===== config.mk =====
export PLATFORM = sky130hd
export DESIGN_NAME = siu_mul
export DESIGN_NICKNAME = d
export VERILOG_FILES = /design/src/design/segment_intersection_unit_defines.svh /design/src/design/siu_pkg.sv /design/src/design/siu_mul.sv
export SDC_FILE = /design/constraint.sdc
export NUM_CORES = 2
export LEC_CHECK = 0
export ABC_AREA = 1
export BUFFER_PORTS_ARGS = -buffer_cell sky130_fd_sc_hd__buf_2
export CELL_PAD_IN_SITES_DETAIL_PLACEMENT = 1
export CELL_PAD_IN_SITES_GLOBAL_PLACEMENT = 1
export CORE_UTILIZATION = 49
export CTS_BUF_LIST = sky130_fd_sc_hd__clkbuf_4
export DETAILED_ROUTE_END_ITERATION = 10
export GPL_TIMING_DRIVEN = 0
export PLACE_DENSITY = 0.91
export SYNTH_ARGS = -nofsm -noshare
export SYNTH_HDL_FRONTEND = slang
export SYNTH_SLANG_ARGS = --single-unit

===== constraint.sdc =====
create_clock -name clock -period 11.9 [get_ports clock]
set_input_delay 2.38 -clock clock [delete_from_list [all_inputs] [get_ports clock]]
set_output_delay 2.38 -clock clock [all_outputs]
set_load 0.005 [all_outputs]

===== src/design/segment_intersection_unit_defines.svh =====
// assertion macros for the segment intersection unit
`ifndef SEGMENT_INTERSECTION_UNIT_DEFINES_SVH
`define SEGMENT_INTERSECTION_UNIT_DEFINES_SVH
`ifndef NO_ASSERTIONS
`define SIU_ASSERT_SAME(label, clk, rst, ante, cons) \
   label: assert property (@(posedge clk) disable iff (rst) (ante) |-> (cons)) \
      else $error("assertion failed");
`define SIU_ASSERT_NEXT(label, clk, rst, ante, cons) \
   label: assert property (@(posedge clk) disable iff (rst) (ante) |=> (cons)) \
      else $error("assertion failed");
`else
`define SIU_ASSERT_SAME(label, clk, rst, ante, cons)
`define SIU_ASSERT_NEXT(label, clk, rst, ante, cons)
`endif
`endif


===== src/design/siu_pkg.sv =====
// ----------------------------------------------------------------------------
// siu_pkg
// constants shared by the segment intersection unit
// ----------------------------------------------------------------------------
`timescale 1ns / 1ps
`default_nettype none
package siu_pkg;
   localparam int T_FRAC = 30;   // fraction bits of the parameter t
   localparam int MUL_LAT = 2;   // latency of the split multiplier
endpackage
`default_nettype wire


===== src/design/siu_mul.sv =====
// ----------------------------------------------------------------------------
// siu_mul
// signed multiplier split into four partial products, two register stages
// ----------------------------------------------------------------------------
`timescale 1ns / 1ps
`default_nettype none
module siu_mul #(
   parameter int A_BITS = 33,
   parameter int B_BITS = 33
) (
   input  wire logic                             clock,
   input  wire logic                             en,
   input  wire logic signed [A_BITS-1:0]         a,
   input  wire logic signed [B_BITS-1:0]         b,
   output logic signed [A_BITS+B_BITS-1:0]       p
);
   import siu_pkg::*;
   localparam int AL = A_BITS / 2;
   localparam int AH = A_BITS - AL;
   localparam int BL = B_BITS / 2;
   localparam int BH = B_BITS - BL;
   localparam int PW = A_BITS + B_BITS;

   logic        [AL-1:0]      al;
   logic signed [AH-1:0]      ah;
   logic        [BL-1:0]      bl;
   logic signed [BH-1:0]      bh;
   logic        [AL+BL-1:0]   ll_ff;
   logic signed [AL+BH:0]     lh_ff;
   logic signed [AH+BL:0]     hl_ff;
   logic signed [AH+BH-1:0]   hh_ff;
   logic signed [PW-1:0]      p_in;
   logic signed [PW-1:0]      p_ff;

   assign al = a[AL-1:0];
   assign ah = a[A_BITS-1:AL];
   assign bl = b[BL-1:0];
   assign bh = b[B_BITS-1:BL];

   // low of a times high of b is shifted by the width of the low half of b
   always_comb begin
      p_in = (PW'(hh_ff) <<< (AL + BL)) + (PW'(lh_ff) <<< BL)
           + (PW'(hl_ff) <<< AL) + $signed(PW'(ll_ff));
   end

   always_ff @(posedge clock) begin
      if (en) begin
         ll_ff <= al * bl;
         lh_ff <= $signed({1'b0, al}) * bh;
         hl_ff <= ah * $signed({1'b0, bl});
         hh_ff <= ah * bh;
         p_ff  <= p_in;
      end
   end

   assign p = p_ff;
endmodule
`default_nettype wire


==> out/results.txt <==
Die X = 334 um
CP Class = in2reg
1st-iter DRT viols = 3943
Failing checks = capacitance limit, slew limit
RSZ-0062 raised after global routing = false
Yosys warning total = 0
Post-synth EDFFs = 200
Pins Over Slew Limit = 12
Clock Sinks = 200
Post-synth cell types = 42
Synth Flop Type = edfxtp_1
GRT met1 Usage = 0.456
CORE AREA = 109000 um2
Vias in the first global route = 54100
First-pass GRT wire length = 323000 um
Largest net degree at the start of global routing = 105
Status = finished, violations left
Mapped Nets = 8589
Worst EP required = 12.35 ns
Register area share after synthesis = 0.111
Die area = 112000 um2
Post-CTS Resized = 0
Crit path time final = 8.97 ns
Ratio of final minimum period to clock period = 0.754
Area grow syn2layout = 4.73%
Fmax = 0.111 GHz
I/O pins = 134
Max Fanout on Critical Path = 10
Starting Density = 0.496
Skew final = 0.0479 ns
Met2 Track Usage GR = 0.641
Number of max-cap violations = 1
Most frequent cells in the layout = inv_1 (2107), nand2_1 (2049), fa_1 (1028)
Routed Antenna Nets = 0
Post-CTS setup buffers = 0
Origin of the critical flop-to-flop path = lh_ff[33]$_DFFE_PP_
Share of cells above drive strength 1 = 0.0281
DRT Pass-1 Iters = 6
Reg2reg end = p[59]$_DFFE_PP_
Hold_buf cts = 0
Setup_tns = 0 ns
Setup-failing EPs final = 0
Async SR Flop Fraction = 0
Initial antenna violation count = 29
Worst path arrival time = 9.42 ns
Mapped Cells = 7040
DIE HEIGHT = 334 um
Row count = 121
# nets final = 8677
Worst Hold Class = reg2reg
Clk_lat worst skew = 0.81 ns
Slew @ Worst Pin = 1.52 ns
Hold depth = 0
Busiest grt layer = met2
Via-to-Cell Ratio = 5.57
Placer Congestion = 1.03
IO buf count = 68
Grt total ovfl = 0
FF-to-FF setup slack = 8.18 ns
Drt total wl = 217000 um
Hold path startpoint = ll_ff[9]$_DFFE_PP_
Slew headroom = -0.0153
# DRC = 0
Worst reg2reg path depth = 11
Syn Std Cell Area = 54100 um2
Post-synthesis register bit count = 200
Average wire per standard cell = 25.2 um
M3 GR Usage = 0.0971
DP HPWL = 187000 um
CTS Buf Count = 17
Syn avg cell area = 7.69 um2
Gr usage total = 0.394
Hold endpoint = p[9]$_DFFE_PP_
Commonest non-fill, non-tap cell in the layout = inv_1
H-tree Lvls = 4
Root Buffer = clkbuf_4
CTS tree = done
CP endpoint kind = register
Worst-path clk slew = 0.24 ns
Vias = 48100
Final Hold Fails = 0
Worst setup SP type = primary input
Clock Path Buffers = 2
-- metal layers --
metal	up-vias	part of all wire
met5	-	0.00056
met4	18	0.083
met2	2556	0.46
met1	24300	0.36
met3	968	0.095
li1	20300	-
-- final cells by class --
type	instances	area (um2)
Buffer	263	987
Clock inverter	15	161
Timing Repair Buffer	69	378
Multi-Input combinational cell	4453	39200
Sequential cell	200	6010
Fill cell	13800	52500
Antenna cell	19	47.5
Tap cell	1476	1850
Inverter	2124	7970
Clock buffer	17	128
-- critical path, stage by stage --
cell	delay (ns)
clkbuf_1	0.83
clkbuf_1	0.83
nand2_1	0.16
inv_1	0.12
fa_1	0.41
inv_1	0.09
fa_1	0.47
fa_1	0.53
inv_1	0.07
fa_1	0.52
fa_1	0.51
inv_1	0.06
fa_1	0.49
inv_1	0.05
ha_1	0.36
nand2_1	0.15
o21ai_0	0.34
nand2_1	0.10
nand2_1	0.09
a21oi_1	0.07
xnor2_1	0.78
-- stage by stage --
stage               setup slack, ns  instance area [um2]  utilization  hold slack (ns)  instances
floorplan                      4.13                54100            -            0.400       7040
global placement               2.41                56300        0.516            0.404       8584
detailed placement             2.28                56300        0.516            0.406       8585
CTS                            3.14                56600        0.519            0.417       8617
global route                   2.70                56600        0.519            0.428       8623
finish                         2.93                56700        0.519            0.418       8636
-- kinds of logic (layout without fill, tap and decap cells) --
logic type / Yosys count / after routing / share of synthesized area
XOR/XNOR: 108 / 108 / 0.0175
AO/OA/AOI/OAI: 258 / 258 / 0.0255
other: 0 / 19 / 0
AND/OR/NAND/NOR: 2606 / 2606 / 0.195
adder cells (fa/ha/maj): 1481 / 1481 / 0.485
flip-flops: 200 / 200 / 0.111
buffers and inverters: 2387 / 2488 / 0.166
-- worst max path at each step --
stage          slack [ns]             endpoint  cells after the start  startpoint
2_1_floorplan        4.13  hh_ff[33]$_DFFE_PP_                     22       a[32]
3_3_place_gp         2.41  ll_ff[19]$_DFFE_PP_                     19        a[9]
3_5_place_dp         2.28  ll_ff[19]$_DFFE_PP_                     19        a[9]
4_1_cts              3.14  ll_ff[19]$_DFFE_PP_                     19        a[9]
5_1_grt              2.70  ll_ff[19]$_DFFE_PP_                     21        a[9]
6_report             2.93  ll_ff[19]$_DFFE_PP_                     21        a[9]
-- synth_stat cells, types with 32 or more instances --
| cell | n | area (um2) |
|---|---|---|
| xor2_1 | 86 | 753 |
| fa_1 | 1028 | 20600 |
| nand3_1 | 147 | 736 |
| o21ai_0 | 68 | 340 |
| inv_1 | 2107 | 7910 |
| clkbuf_1 | 261 | 980 |
| nand2_1 | 2049 | 7690 |
| nand4_1 | 61 | 382 |
| a21oi_1 | 152 | 761 |
| nor3_1 | 32 | 160 |
| ha_1 | 453 | 5670 |
| edfxtp_1 | 200 | 6010 |
| nor2_1 | 215 | 807 |
-- flip-flops by register name, summed over array words and instances, names as in the netlist --
register  flops
lh_ff        34
ll_ff        32
p            66
hh_ff        34
hl_ff        34
Power is not shown: default switching activity piles up to over one toggle a cycle in this logic, so the estimate is an artifact.
